<file path="src/sv/ipv6ehw_pkg.sv">
package ipv6ehw_pkg;

    localparam logic [7:0] TYPE_HOP_BY_HOP = 8'd0;
    localparam logic [7:0] TYPE_TCP        = 8'd6;
    localparam logic [7:0] TYPE_UDP        = 8'd17;
    localparam logic [7:0] TYPE_ROUTING    = 8'd43;
    localparam logic [7:0] TYPE_FRAGMENT   = 8'd44;
    localparam logic [7:0] TYPE_ICMP       = 8'd58;
    localparam logic [7:0] TYPE_NONE       = 8'd59;
    localparam logic [7:0] TYPE_DEST       = 8'd60;

    localparam logic [2:0] KIND_HOP_BY_HOP = 3'd0;
    localparam logic [2:0] KIND_DEST       = 3'd1;
    localparam logic [2:0] KIND_ROUTING    = 3'd2;
    localparam logic [2:0] KIND_FRAGMENT   = 3'd3;
    localparam logic [2:0] KIND_UDP        = 3'd4;
    localparam logic [2:0] KIND_TCP        = 3'd5;
    localparam logic [2:0] KIND_ICMP       = 3'd6;
    localparam logic [2:0] KIND_UNKNOWN    = 3'd7;

    localparam logic [1:0] STATUS_OK        = 2'd0;
    localparam logic [1:0] STATUS_NOT_IMPL  = 2'd1;
    localparam logic [1:0] STATUS_TRUNCATED = 2'd2;

    localparam logic [3:0] ICMP_BYTES_RESET = 4'd8;
    localparam logic [3:0] ICMP_BYTES_MIN   = 4'd4;
    localparam logic [3:0] ICMP_BYTES_MAX   = 4'd8;

    localparam int QUEUE_DEPTH = 4;

    typedef struct packed {
        logic [7:0] data_byte;
        logic       first_byte;
        logic [7:0] first_next_header;
        logic       last_byte;
    } t_in_item;

    typedef struct packed {
        logic [2:0]  header_kind;
        logic [15:0] header_offset;
        logic [11:0] header_bytes;
        logic [7:0]  next_type;
        logic        chain_end;
        logic [1:0]  status;
    } t_out_item;

    // A byte after classification: the kind of the first header and the two
    // candidate lengths that this byte would give are worked out up front.
    typedef struct packed {
        logic [7:0]  data_byte;
        logic        first_byte;
        logic        last_byte;
        logic [2:0]  first_kind;
        logic        first_is_none;
        logic [11:0] ext_len;
        logic [5:0]  tcp_len;
    } t_class_item;

    function automatic logic [2:0] kind_of(input logic [7:0] t);
        logic [2:0] k;
        unique case (t)
            TYPE_HOP_BY_HOP: k = KIND_HOP_BY_HOP;
            TYPE_DEST:       k = KIND_DEST;
            TYPE_ROUTING:    k = KIND_ROUTING;
            TYPE_FRAGMENT:   k = KIND_FRAGMENT;
            TYPE_UDP:        k = KIND_UDP;
            TYPE_TCP:        k = KIND_TCP;
            TYPE_ICMP:       k = KIND_ICMP;
            default:         k = KIND_UNKNOWN;
        endcase
        return k;
    endfunction

endpackage

</file>
<file path="src/sv/ipv6ehw_front.sv">
module ipv6ehw_front (
    input  logic                     i_in_valid,
    input  ipv6ehw_pkg::t_in_item    i_in_data,
    input  logic                     i_queue_full,
    output logic                     o_in_stall,
    output logic                     o_push,
    output ipv6ehw_pkg::t_class_item o_push_data
);
    import ipv6ehw_pkg::*;

    assign o_in_stall = i_queue_full;
    assign o_push     = i_in_valid && !i_queue_full;

    always_comb begin
        o_push_data.data_byte     = i_in_data.data_byte;
        o_push_data.first_byte    = i_in_data.first_byte;
        o_push_data.last_byte     = i_in_data.last_byte;
        o_push_data.first_kind    = kind_of(i_in_data.first_next_header);
        o_push_data.first_is_none = (i_in_data.first_next_header == TYPE_NONE);
        // Extension header length field counts 8-byte units beyond the first.
        o_push_data.ext_len       = {1'b0, i_in_data.data_byte, 3'b000} + 12'd8;
        // TCP data offset counts 4-byte words.
        o_push_data.tcp_len       = {i_in_data.data_byte[7:4], 2'b00};
    end

endmodule

</file>
<file path="src/sv/ipv6ehw_queue.sv">
module ipv6ehw_queue (
    input  logic                     i_clk,
    input  logic                     i_rst_n,
    input  logic                     i_push,
    input  ipv6ehw_pkg::t_class_item i_push_data,
    output logic                     o_full,
    output logic                     o_pop_valid,
    output ipv6ehw_pkg::t_class_item o_pop_data,
    input  logic                     i_pop
);
    import ipv6ehw_pkg::*;

    localparam int PtrW = $clog2(QUEUE_DEPTH);
    localparam int CntW = $clog2(QUEUE_DEPTH + 1);

    t_class_item         r_entries [QUEUE_DEPTH];
    logic [PtrW-1:0]     r_wr_ptr;
    logic [PtrW-1:0]     r_rd_ptr;
    logic [CntW-1:0]     r_count;
    logic [CntW-1:0]     n_count;

    assign o_full      = (r_count == CntW'(QUEUE_DEPTH));
    assign o_pop_valid = (r_count != '0);
    assign o_pop_data  = r_entries[r_rd_ptr];

    always_comb begin
        n_count = r_count;
        if (i_push && !i_pop) begin
            n_count = r_count + 1'b1;
        end else if (!i_push && i_pop) begin
            n_count = r_count - 1'b1;
        end
    end

    always_ff @(posedge i_clk) begin
        if (i_push) begin
            r_entries[r_wr_ptr] <= i_push_data;
        end
    end

    always_ff @(posedge i_clk) begin
        if (!i_rst_n) begin
            r_wr_ptr <= '0;
            r_rd_ptr <= '0;
            r_count  <= '0;
        end else begin
            if (i_push) begin
                r_wr_ptr <= (r_wr_ptr == PtrW'(QUEUE_DEPTH - 1)) ? '0 : r_wr_ptr + 1'b1;
            end
            if (i_pop) begin
                r_rd_ptr <= (r_rd_ptr == PtrW'(QUEUE_DEPTH - 1)) ? '0 : r_rd_ptr + 1'b1;
            end
            r_count <= n_count;
        end
    end

endmodule

</file>
<file path="src/sv/ipv6ehw_walk.sv">
module ipv6ehw_walk #(
    parameter int MAX_PACKET_BYTES = 65535
) (
    input  logic                     i_clk,
    input  logic                     i_rst_n,
    input  logic                     i_entry_valid,
    input  ipv6ehw_pkg::t_class_item i_entry,
    output logic                     o_pop,
    input  logic                     i_cfg_wr_en,
    input  logic [3:0]               i_cfg_wr_data,
    output logic                     o_out_valid,
    input  logic                     i_out_stall,
    output ipv6ehw_pkg::t_out_item   o_out_data
);
    import ipv6ehw_pkg::*;

    localparam logic [15:0] MaxOffset = 16'(MAX_PACKET_BYTES);

    logic [15:0] r_byte_offset, n_byte_offset;
    logic [2:0]  r_cur_kind,    n_cur_kind;
    logic [15:0] r_hdr_start,   n_hdr_start;
    logic [11:0] r_hdr_len,     n_hdr_len;
    logic [7:0]  r_cap_next,    n_cap_next;
    logic        r_done,        n_done;
    logic [3:0]  r_icmp_bytes;
    logic        r_out_valid;
    t_out_item   r_out;

    logic [15:0] eff_offset;
    logic [2:0]  eff_kind;
    logic [15:0] eff_start;
    logic [11:0] eff_len;
    logic [7:0]  eff_cap;
    logic        eff_done;

    logic [11:0] icmp_len;
    logic [15:0] offset_adv;
    logic [15:0] pos;
    logic [16:0] pos_inc;
    logic [11:0] len_new;
    logic [7:0]  cap_new;
    logic [2:0]  cap_kind;
    logic        complete;
    logic        res_valid;
    t_out_item   res;

    function automatic logic [11:0] init_len(input logic [2:0] k, input logic [11:0] icmp);
        logic [11:0] len;
        len = '0;
        if (k == KIND_FRAGMENT || k == KIND_UDP) begin
            len = 12'd8;
        end else if (k == KIND_ICMP) begin
            len = icmp;
        end
        return len;
    endfunction

    assign o_pop       = i_entry_valid && (!r_out_valid || !i_out_stall);
    assign o_out_valid = r_out_valid;
    assign o_out_data  = r_out;

    always_comb begin
        if (r_icmp_bytes < ICMP_BYTES_MIN) begin
            icmp_len = {8'd0, ICMP_BYTES_MIN};
        end else if (r_icmp_bytes > ICMP_BYTES_MAX) begin
            icmp_len = {8'd0, ICMP_BYTES_MAX};
        end else begin
            icmp_len = {8'd0, r_icmp_bytes};
        end
    end

    // A first byte restarts the walk before the byte itself is looked at.
    always_comb begin
        eff_offset = r_byte_offset;
        eff_kind   = r_cur_kind;
        eff_start  = r_hdr_start;
        eff_len    = r_hdr_len;
        eff_cap    = r_cap_next;
        eff_done   = r_done;
        if (i_entry.first_byte) begin
            eff_offset = '0;
            eff_kind   = i_entry.first_kind;
            eff_start  = '0;
            eff_len    = init_len(i_entry.first_kind, icmp_len);
            eff_cap    = TYPE_NONE;
            eff_done   = i_entry.first_is_none;
        end
    end

    assign offset_adv = (eff_offset < MaxOffset) ? eff_offset + 16'd1 : eff_offset;
    assign pos        = eff_offset - eff_start;
    assign pos_inc    = {1'b0, pos} + 17'd1;
    assign cap_kind   = kind_of(cap_new);

    always_comb begin
        len_new  = eff_len;
        cap_new  = eff_cap;
        complete = 1'b0;
        if (eff_kind <= KIND_FRAGMENT) begin
            if (pos == 16'd0) begin
                cap_new = i_entry.data_byte;
            end else if (pos == 16'd1 && eff_kind <= KIND_ROUTING) begin
                len_new = i_entry.ext_len;
            end
            complete = (len_new != '0) && (pos_inc >= {5'd0, len_new});
        end else if (eff_kind == KIND_TCP) begin
            if (pos == 16'd12) begin
                len_new  = {6'd0, i_entry.tcp_len};
                complete = (i_entry.tcp_len <= 6'd13);
            end else begin
                complete = (pos > 16'd12) && (pos_inc >= {5'd0, len_new});
            end
        end else begin
            complete = (len_new != '0) && (pos_inc >= {5'd0, len_new});
        end
    end

    always_comb begin
        n_byte_offset = eff_offset;
        n_cur_kind    = eff_kind;
        n_hdr_start   = eff_start;
        n_hdr_len     = eff_len;
        n_cap_next    = eff_cap;
        n_done        = eff_done;
        res_valid     = 1'b0;
        res           = '0;
        if (eff_done) begin
            n_byte_offset = offset_adv;
        end else if (eff_offset >= MaxOffset) begin
            res_valid = 1'b1;
            res = '{header_kind: eff_kind, header_offset: eff_start,
                    header_bytes: pos[11:0], next_type: TYPE_NONE,
                    chain_end: 1'b1, status: STATUS_TRUNCATED};
            n_done = 1'b1;
        end else if (eff_kind == KIND_UNKNOWN) begin
            res_valid = 1'b1;
            res = '{header_kind: KIND_UNKNOWN, header_offset: eff_start,
                    header_bytes: 12'd0, next_type: TYPE_NONE,
                    chain_end: 1'b1, status: STATUS_NOT_IMPL};
            n_done        = 1'b1;
            n_byte_offset = offset_adv;
        end else begin
            n_byte_offset = offset_adv;
            if (complete) begin
                res_valid = 1'b1;
                res = '{header_kind: eff_kind, header_offset: eff_start,
                        header_bytes: len_new, next_type: cap_new,
                        chain_end: (cap_kind == KIND_UNKNOWN), status: STATUS_OK};
                n_cur_kind  = cap_kind;
                n_hdr_start = eff_offset + 16'd1;
                n_hdr_len   = init_len(cap_kind, icmp_len);
                n_cap_next  = TYPE_NONE;
                n_done      = (cap_new == TYPE_NONE);
            end else begin
                n_hdr_len  = len_new;
                n_cap_next = cap_new;
                if (i_entry.last_byte) begin
                    res_valid = 1'b1;
                    res = '{header_kind: eff_kind, header_offset: eff_start,
                            header_bytes: pos_inc[11:0], next_type: TYPE_NONE,
                            chain_end: 1'b1, status: STATUS_TRUNCATED};
                end
            end
            if (i_entry.last_byte) begin
                n_done = 1'b1;
            end
        end
    end

    always_ff @(posedge i_clk) begin
        if (!i_rst_n) begin
            r_byte_offset <= '0;
            r_cur_kind    <= KIND_UNKNOWN;
            r_hdr_start   <= '0;
            r_hdr_len     <= '0;
            r_cap_next    <= TYPE_NONE;
            r_done        <= 1'b1;
            r_icmp_bytes  <= ICMP_BYTES_RESET;
            r_out_valid   <= 1'b0;
        end else begin
            if (i_cfg_wr_en) begin
                r_icmp_bytes <= i_cfg_wr_data;
            end
            if (o_pop) begin
                r_byte_offset <= n_byte_offset;
                r_cur_kind    <= n_cur_kind;
                r_hdr_start   <= n_hdr_start;
                r_hdr_len     <= n_hdr_len;
                r_cap_next    <= n_cap_next;
                r_done        <= n_done;
                r_out_valid   <= res_valid;
            end else if (!i_out_stall) begin
                r_out_valid <= 1'b0;
            end
        end
    end

    always_ff @(posedge i_clk) begin
        if (o_pop && res_valid) begin
            r_out <= res;
        end
    end

endmodule

</file>
<file path="src/sv/ipv6_ext_header_walker.sv">
// IPv6 extension header walker.
// Input channel: one packet byte per transaction on i_in_valid / o_in_stall, carrying
// first_byte (restarts the walk using first_next_header) and last_byte flags.
// Output channel: one transaction on o_out_valid / i_out_stall for each header that
// completes, for an unimplemented type, or for a packet that ends mid-header or at the size limit.
// Configuration: i_cfg_wr_en with i_cfg_wr_data sets the ICMP header size; write it
// only while no bytes are in flight.
// Throughput is one byte per cycle while the output is not stalled. A byte enters a
// four-entry queue when it is accepted; the walker then pops it and registers any
// result in the output register, where it is held until the receiver takes it.
// The walker's combinational offset/length compare sets this pace.
// When the receiver stalls, the output register holds its transaction and the
// walker stops taking bytes; the queue absorbs up to four more before o_in_stall
// rises. Reset (synchronous, active low) empties the queue, drops any pending result,
// sets the ICMP size to 8 and leaves the walker idle until the next first byte.
module ipv6_ext_header_walker #(
    parameter int MAX_PACKET_BYTES = 65535
) (
    input  logic                   i_clk,
    input  logic                   i_rst_n,
    input  logic                   i_in_valid,
    output logic                   o_in_stall,
    input  ipv6ehw_pkg::t_in_item  i_in_data,
    output logic                   o_out_valid,
    input  logic                   i_out_stall,
    output ipv6ehw_pkg::t_out_item o_out_data,
    input  logic                   i_cfg_wr_en,
    input  logic [3:0]             i_cfg_wr_data
);
    import ipv6ehw_pkg::*;

    logic        push;
    t_class_item push_data;
    logic        queue_full;
    logic        pop_valid;
    t_class_item pop_data;
    logic        pop;

    ipv6ehw_front u_front (
        .i_in_valid   (i_in_valid),
        .i_in_data    (i_in_data),
        .i_queue_full (queue_full),
        .o_in_stall   (o_in_stall),
        .o_push       (push),
        .o_push_data  (push_data)
    );

    ipv6ehw_queue u_queue (
        .i_clk       (i_clk),
        .i_rst_n     (i_rst_n),
        .i_push      (push),
        .i_push_data (push_data),
        .o_full      (queue_full),
        .o_pop_valid (pop_valid),
        .o_pop_data  (pop_data),
        .i_pop       (pop)
    );

    ipv6ehw_walk #(
        .MAX_PACKET_BYTES (MAX_PACKET_BYTES)
    ) u_walk (
        .i_clk         (i_clk),
        .i_rst_n       (i_rst_n),
        .i_entry_valid (pop_valid),
        .i_entry       (pop_data),
        .o_pop         (pop),
        .i_cfg_wr_en   (i_cfg_wr_en),
        .i_cfg_wr_data (i_cfg_wr_data),
        .o_out_valid   (o_out_valid),
        .i_out_stall   (i_out_stall),
        .o_out_data    (o_out_data)
    );

endmodule

</file>
<file path="config.mk">
export PLATFORM = sky130hd
export DESIGN_NAME = ipv6_ext_header_walker
export DESIGN_NICKNAME = d
export VERILOG_FILES = /design/src/sv/ipv6ehw_pkg.sv /design/src/sv/ipv6ehw_front.sv /design/src/sv/ipv6ehw_queue.sv /design/src/sv/ipv6ehw_walk.sv /design/src/sv/ipv6_ext_header_walker.sv
export SDC_FILE = /design/constraint.sdc
export NUM_CORES = 1
export LEC_CHECK = 0
export BUFFER_PORTS_ARGS = -buffer_cell sky130_fd_sc_hd__buf_4
export CAP_MARGIN = 20
export CORE_ASPECT_RATIO = 1.1
export CORE_MARGIN = 4
export CORE_UTILIZATION = 25
export DETAILED_ROUTE_END_ITERATION = 8
export GPL_TIMING_DRIVEN = 0
export HOLD_SLACK_MARGIN = 0.15
export PLACE_DENSITY = 0.38
export SLEW_MARGIN = 30
export SYNTH_ARGS = -nofsm -noshare
export SYNTH_HDL_FRONTEND = slang
export SYNTH_HIERARCHICAL = 1
export SYNTH_SLANG_ARGS = --single-unit
</file>
<file path="constraint.sdc">
create_clock -name i_clk -period 12.1 [get_ports i_clk]
set_input_delay 1.21 -clock i_clk [delete_from_list [all_inputs] [get_ports i_clk]]
set_output_delay 1.21 -clock i_clk [all_outputs]
set_load 0.05 [all_outputs]
</file>
==> results.json, run 1 <==
{
  "clkPwrFrac_pct": 17.6,
  "p_switching_mw": 2.417,
  "timing.hold.ws_ns": 0.4733,
  "wl_per_cell_um": 22.04,
  "antenna_found_initial": 2,
  "cp.required_ns": 12.42,
  "routabilityCongestion": 0.8367,
  "dp_hpwl_mm": 34.81,
  "cts_buffers": 30,
  "cp_slowest_cell": "mux4_2",
  "grt_pass1_wl_mm": 69.08,
  "crit_end": "u_walk/o_out_data[7]",
  "core_um2": 53790,
  "tightest_slew_ns": 0.9703,
  "hold_viol_final": 0,
  "seq_area_um2": 6506,
  "fin_crit_sh_pct": 95.14,
  "drt_wl_total_mm": 46.41,
  "synthFlopType": "edfxtp_1",
  "nNetsFinal": 1425,
  "hold_path.class": "flip-flop to flip-flop",
  "power.leakage_nw": 5.415,
  "port_buffers": 67,
  "start_util_pct": 25.34,
  "clk_pin_slew_ns": 0.06,
  "die_w_um": 230.6,
  "drt_iter0_markers": 721,
  "comb_power_share_pct": 59.5,
  "regToRegEndpoint": "u_walk/o_out_data[7]",
  "nFillCells": 5610,
  "grt-ovfl-total": 0,
  "p_total_mw": 4.906,
  "rr_worst_depth": 37,
  "syn2layout_area_growth_pct": 18.01,
  "row_count": 89,
  "cp-start-kind": "flip-flop",
  "dpl_cell_area_um2": 15140,
  "crit_fanout": 21,
  "diodes": 0,
  "p_int_mw": 2.490,
  "final_area_um2": 16080,
  "synth.distinct_cells": 107,
  "ys_seq_area_share_pct": 47.74,
  "clock_sinks": 240,
  "dp.cells": 2053,
  "async_reset_ff_share_pct": 0,
  "first_pass_iters": 5,
  "outcome": "finished clean",
  "pwr-share-seq_pct": 22.9,
  "synth_warnings": 6,
  "ctsResizeCount": 0,
  "post_drt_via_cell_ratio": 4.980,
  "grt_pass1_vias": 10580,
  "synth_area_leaders": "edfxtp_1 (37%), dfxtp_1 (10%), mux4_2 (5.0%)",
  "hold_buffers": 0,
  "peakVddDrop_v": 0.0001742,
  "ant_nets": 0,
  "post_cts_buffers": 0,
  "synth_area_um2": 13630,
  "finClkSkew_ns": 0.01858,
  "track_usage_pct": 15.56,
  "crit_path_frequent_cell": "buf_6",
  "clkLatencyLatePin_ns": 0.57,
  "min_period_ns": 11.51,
  "synth_area_leader_cell": "edfxtp_1",
  "r2r_slack_ns": 0.59,
  "worstSetupEndpointType": "flip-flop",
  "final_util_pct": 29.90,
  "timing.fmax_mhz": 86.87,
  "cts_tree": "done",
  "ioPinCount": 71,
  "final_cells": 2106,
  "vias": 10490,
  "multiInputGateArea_um2": 6465,
  "powerDensity_nw_per_um2": 305.0,
  "clockRootBuffer": "clkbuf_16",
  "h-tree-depth": 1,
  "setup_viol": 0,
  "synth_top_cell_area_share_pct": 37.46,
  "relSlewSlack_pct": 34.63,
  "arrival_ns": 11.83,
  "die_h_um": 252.9,
  "grt_max_degree": 33,
  "swShare_pct": 49.25,
  "ys_ff_latch": 240,
  "drv_slew": 0,
  "drive_above_1_share_pct": 17.20,
  "synth-edff-count": 170,
  "max_stage_delay_ns": 0.68,
  "path_class": "flip-flop to flip-flop",
  "synth_area_per_cell_um2": 10.89,
  "netlist_instances": 1252,
  "drv_cap": 0,
  "drcViolationCount": 0,
  "rsz0062_at_grt": "no",
  "clockBufferDepth": 3,
  "die_area_um2": 58320
}
[cell families (layout without fill, tap and decap cells)]
| logic type | count (synthesis) | in the layout | share of synthesized area [%] |
|---|---|---|---|
| fa+ha+maj | 42 | 42 | 3.892 |
| xor+xnor | 51 | 51 | 3.332 |
| buf+inv | 129 | 251 | 5.132 |
| simple gates | 421 | 421 | 16.11 |
| flops | 240 | 240 | 47.74 |
| mux | 70 | 70 | 8.170 |
| other cells | 1 | 5 | 0.02751 |
| compound gates | 298 | 298 | 15.60 |
[layout by cell type, fill, tap and decap left out, types with 34 or more instances in the layout]
master and instances:
nor2_1 122, xnor2_1 34, clkbuf_1 40, o21ai_0 35
a21oi_1 77, dfxtp_1 70, ha_1 40, nand2_1 84
buf_4 89, edfxtp_1 170, inv_1 36, nand3_1 35
[cell type report]
class                      instances  share of cell area, %
clock inverter                    16                 0.9024
sequential                       240                  40.45
tap                              728                  5.663
buffer                            90                  3.446
inverter                          39                 0.9101
timing repair buffer              69                  3.469
multi-input combinational        887                  40.19
clock buffer                      37                  4.963
[state kept, by name, summed over array words and instances (netlist names), 2 cells and up, named ones only]
name,flops
u_queue/r_entries,128
u_walk/r_hdr_start,16
u_walk/r_icmp_bytes,4
u_walk/r_cur_kind,3
u_walk/r_hdr_len,12
u_queue/r_count,3
u_walk/o_out_data,42
u_queue/r_rd_ptr,2
u_walk/r_byte_offset,16
u_queue/r_wr_ptr,2
u_walk/r_cap_next,8
[power by group through the flow]
stage	Clock [mW]	Combinational (mW)	Sequential, mW
3_5_place_dp	0	2.92	1.15
5_1_grt	0.930	3.14	1.14
6_report	0.862	2.92	1.13
4_1_cts	0.897	2.93	1.13
2_1_floorplan	0	1.67	1.39
3_3_place_gp	0	2.88	1.16
[worst min path at each step]
stage	from	to	cells after the start	slack, ns
CTS	u_walk/r_hdr_len[0]	u_walk/r_hdr_len[0]	2	0.47
global route	u_walk/r_hdr_len[0]	u_walk/r_hdr_len[0]	2	0.50
finish	u_walk/r_hdr_len[0]	u_walk/r_hdr_len[0]	2	0.47
global placement	u_walk/r_hdr_len[1]	u_walk/r_hdr_len[1]	2	0.47
floorplan	u_walk/r_hdr_len[0]	u_walk/r_hdr_len[0]	2	0.45
detailed placement	u_walk/r_hdr_len[0]	u_walk/r_hdr_len[0]	2	0.46
[worst max-delay path, delay by kind of cell, from the launching register on]
family                   cells  cell delay (ns)
buffers and inverters       15             4.52
AO/OA/AOI/OAI               11             3.09
AND/OR/NAND/NOR              8             2.06
multiplexers                 1             0.68
adder cells (fa/ha/maj)      2             0.51
flip-flops                   1             0.33
[routing by layer]
metal	vias to the layer above	wire (um)	GRT usage, %
li1	4950	-	-
met3	77	2225	2.520
met1	5163	19730	19.46
met4	0	1470	5.345
met2	297	22990	27.34
met5	-	0	0
[stage by stage]
stage	setup WS, ns	TNS (ns)
final	0.5884	0
after global routing	0.06585	0
after CTS	0.3291	0
after detailed placement	0.3585	0
after global placement	-1.363	-56.55
after floorplan	2.880	0
[cells in the mapped netlist (9+ instances only)]
master	n
mux4_2	30
buf_2	19
nand2_1	84
a22o_1	10
nor3_1	27
nor2b_1	29
edfxtp_1	170
nand3_1	35
ha_1	40
nand4_1	16
a211oi_1	11
dfxtp_1	70
o31ai_1	12
buf_4	22
o21ai_1	15
inv_1	36
a32oi_1	13
nor2_1	123
o21a_1	11
o22ai_1	15
and3_1	19
xor2_1	16
nand2b_1	13
or3_1	9
o21ai_0	35
a21oi_1	77
mux2i_1	34
xnor2_1	34
a31oi_1	15
nor4_1	11
clkbuf_1	34
and2_1	11
No activity file was read; power rests on OpenSTA's default activity.
==> run 2: changes to the inputs <==
--- a/config.mk
+++ b/config.mk
@@ -9,11 +9,12 @@
 export CAP_MARGIN = 20
 export CORE_ASPECT_RATIO = 1.1
 export CORE_MARGIN = 4
-export CORE_UTILIZATION = 25
+export CORE_UTILIZATION = 35
 export DETAILED_ROUTE_END_ITERATION = 8
 export GPL_TIMING_DRIVEN = 0
 export HOLD_SLACK_MARGIN = 0.15
-export PLACE_DENSITY = 0.38
+export PLACE_DENSITY = 0.5
+export RECOVER_POWER = 25
 export SLEW_MARGIN = 30
 export SYNTH_ARGS = -nofsm -noshare
 export SYNTH_HDL_FRONTEND = slang
==> run 2 against run 1 <==
Effect of this change:
- clock power is 2% lower
- sequential power hardly changed
- first-iteration DRC count is 7.8% lower
- hold slack improved by 0.0023 ns
- routed wire length down 9.9%
- global-route usage grew 3.8 points
- non-clock buffer count grew 4
- largest power group unchanged
==> results.json, run 2 (synthesis gave the netlist of run 1 again) <==
{
  "post_drt_via_cell_ratio": 5.644,
  "clkPwrFrac_pct": 17.6,
  "ctsResizeCount": 0,
  "clockBufferDepth": 3,
  "path_class": "flip-flop to flip-flop",
  "worstSetupEndpointType": "flip-flop",
  "crit_fanout": 22,
  "top_register": "u_queue/r_entries",
  "grt_max_degree": 23,
  "clockRootBuffer": "clkbuf_16",
  "pwr-share-seq_pct": 23.3,
  "wl_per_cell_um": 22.25,
  "row_count": 75,
  "drt_iter0_markers": 665,
  "diodes": 0,
  "cp.required_ns": 12.41,
  "ioPinCount": 71,
  "powerDensity_nw_per_um2": 306.0,
  "clock_sinks": 240,
  "antenna_found_initial": 0,
  "drt-met1-wl_mm": 17.84,
  "nNetsFinal": 1426,
  "comb_power_share_pct": 59.1,
  "grt_pass1_wl_mm": 64.32,
  "cp-start-kind": "flip-flop",
  "swShare_pct": 48.46,
  "first_pass_iters": 6,
  "max_stage_delay_ns": 0.67,
  "power.leakage_nw": 5.383,
  "die_h_um": 215.0,
  "routabilityCongestion": 0.9037,
  "clkLatencyLatePin_ns": 0.57,
  "cp_slowest_cell": "buf_1",
  "largest_reg_flops": 128,
  "drt_wl_total_mm": 41.81,
  "hold_path.class": "flip-flop to flip-flop",
  "seq_area_um2": 6506,
  "grt-ovfl-total": 0,
  "ant_nets": 0,
  "p_int_mw": 2.487,
  "crit_path_frequent_cell": "buf_6",
  "arrival_ns": 11.44,
  "drv_slew": 0,
  "cts_tree": "done",
  "core_um2": 38290,
  "hold_buffers": 0,
  "p_total_mw": 4.824,
  "syn2layout_area_growth_pct": 15.68,
  "nFillCells": 3742,
  "die_w_um": 196.2,
  "rsz0062_at_grt": "no",
  "clk_pin_slew_ns": 0.06,
  "final_common_cell": "edfxtp_1",
  "wl_met3_mm": 2.181,
  "p_switching_mw": 2.338,
  "die_area_um2": 42170,
  "dp_hpwl_mm": 31.45,
  "drive_above_1_share_pct": 15.59,
  "peakVddDrop_v": 0.0001796,
  "start_util_pct": 35.60,
  "track_usage_pct": 19.40,
  "tightest_slew_ns": 0.9491,
  "top_layer": "met4",
  "cts_buffers": 27,
  "multiInputGateArea_um2": 6436,
  "outcome": "finished clean",
  "final_cell_mix": "edfxtp_1 (170), nor2_1 (122), nand2_1 (84), a21oi_1 (77), dfxtp_1 (70)",
  "grt_pass1_vias": 10570,
  "min_period_ns": 11.13,
  "port_buffers": 67,
  "hold_viol_final": 0,
  "h-tree-depth": 1,
  "fin_setup_tns_ns": 0,
  "finClkSkew_ns": 0.02517,
  "drv_cap": 0,
  "timing.fmax_mhz": 89.84,
  "drcViolationCount": 0,
  "post_cts_buffers": 0,
  "vias": 10610,
  "met2_length_mm": 20.16,
  "setup_viol": 0,
  "relSlewSlack_pct": 35.09,
  "fin_crit_sh_pct": 91.99
}
[run 2: changes by cell type in the layout (fill, tap and decap cells not counted), moves of 3 or more]
cell        previous run  this run
and2_4                 4         0
clkinv_2               2         5
and2_2                 0         4
clkbuf_8               0         4
clkinv_1               7         2
buf_4                 89        64
clkbuf_1              40        63
clkinvlp_4             4         0
clkbuf_4               0         4
[run 2: worst max-delay path, delay by kind of cell (launching register included)]
family / cells / cell delay, ns
buffers and inverters: 14 / 4.43
AND/OR/NAND/NOR: 8 / 1.99
multiplexers: 1 / 0.65
flip-flops: 1 / 0.33
adder cells (fa/ha/maj): 2 / 0.59
XOR/XNOR: 1 / 0.29
AO/OA/AOI/OAI: 9 / 2.53
[run 2: area by class of cell]
class / count / area share, %
well taps: 500 / 3.968
multi-input cells: 887 / 40.82
repair buffers: 73 / 3.952
clock inverters: 9 / 0.7222
inverters: 39 / 0.9285
clock buffers: 41 / 5.166
flip-flops and latches: 240 / 41.27
plain buffers: 90 / 3.174
[run 2: worst paths after layout]
check	start	end	slack, ns	depth (start not counted)
worst max-delay path	flip-flop	u_walk/o_out_data[26]	0.97	35
worst min-delay path	u_walk/r_hdr_len[2]	u_walk/r_hdr_len[2]	0.48	2
worst max register to register	flip-flop	u_walk/o_out_data[26]	0.97	35
worst min register to register	u_walk/r_hdr_len[2]	u_walk/r_hdr_len[2]	0.48	2
[run 2: power groups by stage]
stage	Sequential, mW	Clock [mW]	Combinational (mW)
5_1_grt	1.14	0.911	3.04
4_1_cts	1.13	0.873	2.83
3_3_place_gp	1.15	0	2.76
2_1_floorplan	1.39	0	1.67
6_report	1.12	0.847	2.85
3_5_place_dp	1.14	0	2.82
[run 2: per-layer routing]
layer  vias to the layer above  track usage, %
met5                         -               0
met4                         0           7.123
met3                        87           2.522
met2                       378           32.70
met1                      5191           25.62
li1                       4950               -
[run 2: through the flow]
stage	util, %	cells	instance area [um2]	hold slack (ns)	setup slack, ns
finish	41.18	1879	15770	0.4756	0.9695
global route	41.18	1879	15770	0.5094	0.3973
CTS	41.43	1879	15860	0.4726	1.036
detailed placement	39.01	1829	14940	0.4636	1.072
global placement	38.59	1823	14770	0.4583	-0.8516
floorplan	-	1256	13640	0.4465	2.880
==> run 3: changes to the inputs <==
--- a/config.mk
+++ b/config.mk
@@ -5,15 +5,16 @@
 export SDC_FILE = /design/constraint.sdc
 export NUM_CORES = 1
 export LEC_CHECK = 0
-export BUFFER_PORTS_ARGS = -buffer_cell sky130_fd_sc_hd__buf_4
 export CAP_MARGIN = 20
+export CELL_PAD_IN_SITES_DETAIL_PLACEMENT = 1
+export CELL_PAD_IN_SITES_GLOBAL_PLACEMENT = 1
 export CORE_ASPECT_RATIO = 1.1
-export CORE_MARGIN = 4
 export CORE_UTILIZATION = 35
 export DETAILED_ROUTE_END_ITERATION = 8
+export DONT_BUFFER_PORTS = 1
 export GPL_TIMING_DRIVEN = 0
 export HOLD_SLACK_MARGIN = 0.15
-export PLACE_DENSITY = 0.5
+export PLACE_DENSITY = 0.57
 export RECOVER_POWER = 25
 export SLEW_MARGIN = 30
 export SYNTH_ARGS = -nofsm -noshare
==> run 3 against run 2 <==
Effect of this change:
- hold slack worse by 0.0011 ns
- final area is 3.1% lower
- sequential cell count unchanged
- clock-buffer cell count shrank 9
- cell count is 3.6% lower
- critical endpoint is now u_walk/o_out_data[16]
- largest cell class unchanged
==> results.json, run 3 (synthesis gave the netlist of run 1 again) <==
{
  "power.leakage_nw": 5.069,
  "clock_sinks": 240,
  "relSlewSlack_pct": 35.94,
  "drv_slew": 0,
  "die_w_um": 190.2,
  "peakVddDrop_v": 0.0001691,
  "fin_crit_sh_pct": 94.16,
  "pre_cts_ws_ns": 0.4559,
  "rsz0062_at_grt": "no",
  "grt-ovfl-total": 0,
  "ioPinCount": 71,
  "crit_path_frequent_cell": "buf_6",
  "max_stage_delay_ns": 0.69,
  "clkLatencyLatePin_ns": 0.57,
  "path_class": "flip-flop to flip-flop",
  "routabilityCongestion": 0.8722,
  "cp_slowest_cell": "mux4_2",
  "dp_hpwl_mm": 33.73,
  "wl_per_cell_um": 24.63,
  "crit_fanout": 22,
  "top_register": "u_queue/r_entries",
  "diodes": 0,
  "grt_pass1_wl_mm": 67.28,
  "drt_wl_total_mm": 44.64,
  "powerDensity_nw_per_um2": 311.2,
  "drv_cap": 0,
  "cp-start-kind": "flip-flop",
  "outcome": "finished clean",
  "fin_ws_ns": 0.7062,
  "drcViolationCount": 0,
  "start_util_pct": 35.60,
  "setup_viol": 0,
  "port_buffers": 0,
  "p_total_mw": 4.757,
  "finClkSkew_ns": 0.01414,
  "clockBufferDepth": 3,
  "first_pass_iters": 5,
  "vias": 10370,
  "grt_pass1_vias": 10750,
  "largest_reg_flops": 128,
  "drive_above_1_share_pct": 12.20,
  "clockRootBuffer": "clkbuf_16",
  "final_cell_mix": "edfxtp_1 (170), nor2_1 (122), nand2_1 (84), a21oi_1 (77), dfxtp_1 (70)",
  "cts_tree": "done",
  "cp.required_ns": 12.42,
  "ant_nets": 0,
  "timing.fmax_mhz": 87.77,
  "hold_path.class": "flip-flop to flip-flop",
  "die_area_um2": 39730,
  "core_um2": 38290,
  "post_cts_buffers": 0,
  "min_period_ns": 11.39,
  "tightest_slew_ns": 0.9342,
  "arrival_ns": 11.71,
  "cts_buffers": 29,
  "antenna_found_initial": 0,
  "nNetsFinal": 1360,
  "row_count": 75,
  "final_common_cell": "edfxtp_1",
  "h-tree-depth": 1,
  "hold_viol_final": 0,
  "clk_pin_slew_ns": 0.06,
  "fin_setup_tns_ns": 0,
  "post_drt_via_cell_ratio": 5.721,
  "grt_max_degree": 23,
  "track_usage_pct": 22.62,
  "worstSetupEndpointType": "flip-flop",
  "die_h_um": 209.0,
  "drt_iter0_markers": 566,
  "syn2layout_area_growth_pct": 12.14
}
run 3: cell count changes in the layout (fill, tap and decap cells not counted), moves of 2 or more:
cell        previous run  this run
clkinv_4               1         4
clkbuf_4               4         0
clkbuf_8               4         0
clkbuf_1              63        50
buf_4                 64         8
clkinv_2               5         3
clkinvlp_4             0         4
bufinv_16              2         4
clkinv_1               2         5
clkbuf_2               0         2
buf_16                 4         1
run 3: worst max-delay path: cells and delay by family, from the launching register on:
kind	cells	cell delay, ns
buf+inv	13	4.09
xor+xnor	1	0.30
flops	1	0.32
compound gates	8	2.43
fa+ha+maj	2	0.76
mux	1	0.69
simple gates	9	2.48
run 3: area by class of cell:
class,count,area [um2]
clock inverter,19,220.2
buffer,90,503.0
timing repair buffer,5,102.6
tap,500,625.6
sequential,240,6506
fill,4185,23000
inverter,39,146.4
multi-input combinational,887,6442
clock buffer,32,737.0
run 3: worst paths after layout:
path | from | to | depth (start not counted) | slack (ns)
setup / recovery | flip-flop | u_walk/o_out_data[16] | 34 | 0.71
hold / removal | u_walk/r_hdr_len[1] | u_walk/r_hdr_len[1] | 2 | 0.47
setup reg to reg | flip-flop | u_walk/o_out_data[16] | 34 | 0.71
hold reg to reg | u_walk/r_hdr_len[1] | u_walk/r_hdr_len[1] | 2 | 0.47
run 3: metrics by stage:
step,std cells,hold slack (ns),area [um2],utilization [%]
CTS,1812,0.4792,15350,40.10
finish,1812,0.4745,15280,39.92
global route,1812,0.4898,15280,39.92
global placement,1756,0.4619,14270,37.27
floorplan,1256,0.4465,13640,-
detailed placement,1761,0.4707,14400,37.60
run 3: what timing repair did:
item                                    4_1_cts  5_1_grt
endpoints found under the setup margin        0       22
hold buffers                                  0        0
gates resized for setup                       0        2
run 3: layer usage:
layer  vias to the layer above  wire length (um)  global-route usage [%]
met3                        79              1723                   3.292
met4                         0              1448                   8.000
li1                       4814                 -                       -
met2                       233             22640                   40.21
met5                         -                 0                       0
met1                      5241             18820                   27.62
run 3: power breakdown:
part / total, mW / switching [mW] / internal (mW)
clock: 0.882 / 0.358 / 0.524
sequential: 1.39 / 0.310 / 1.08
combinational: 2.49 / 1.68 / 0.808
total: 4.76 / 2.35 / 2.41
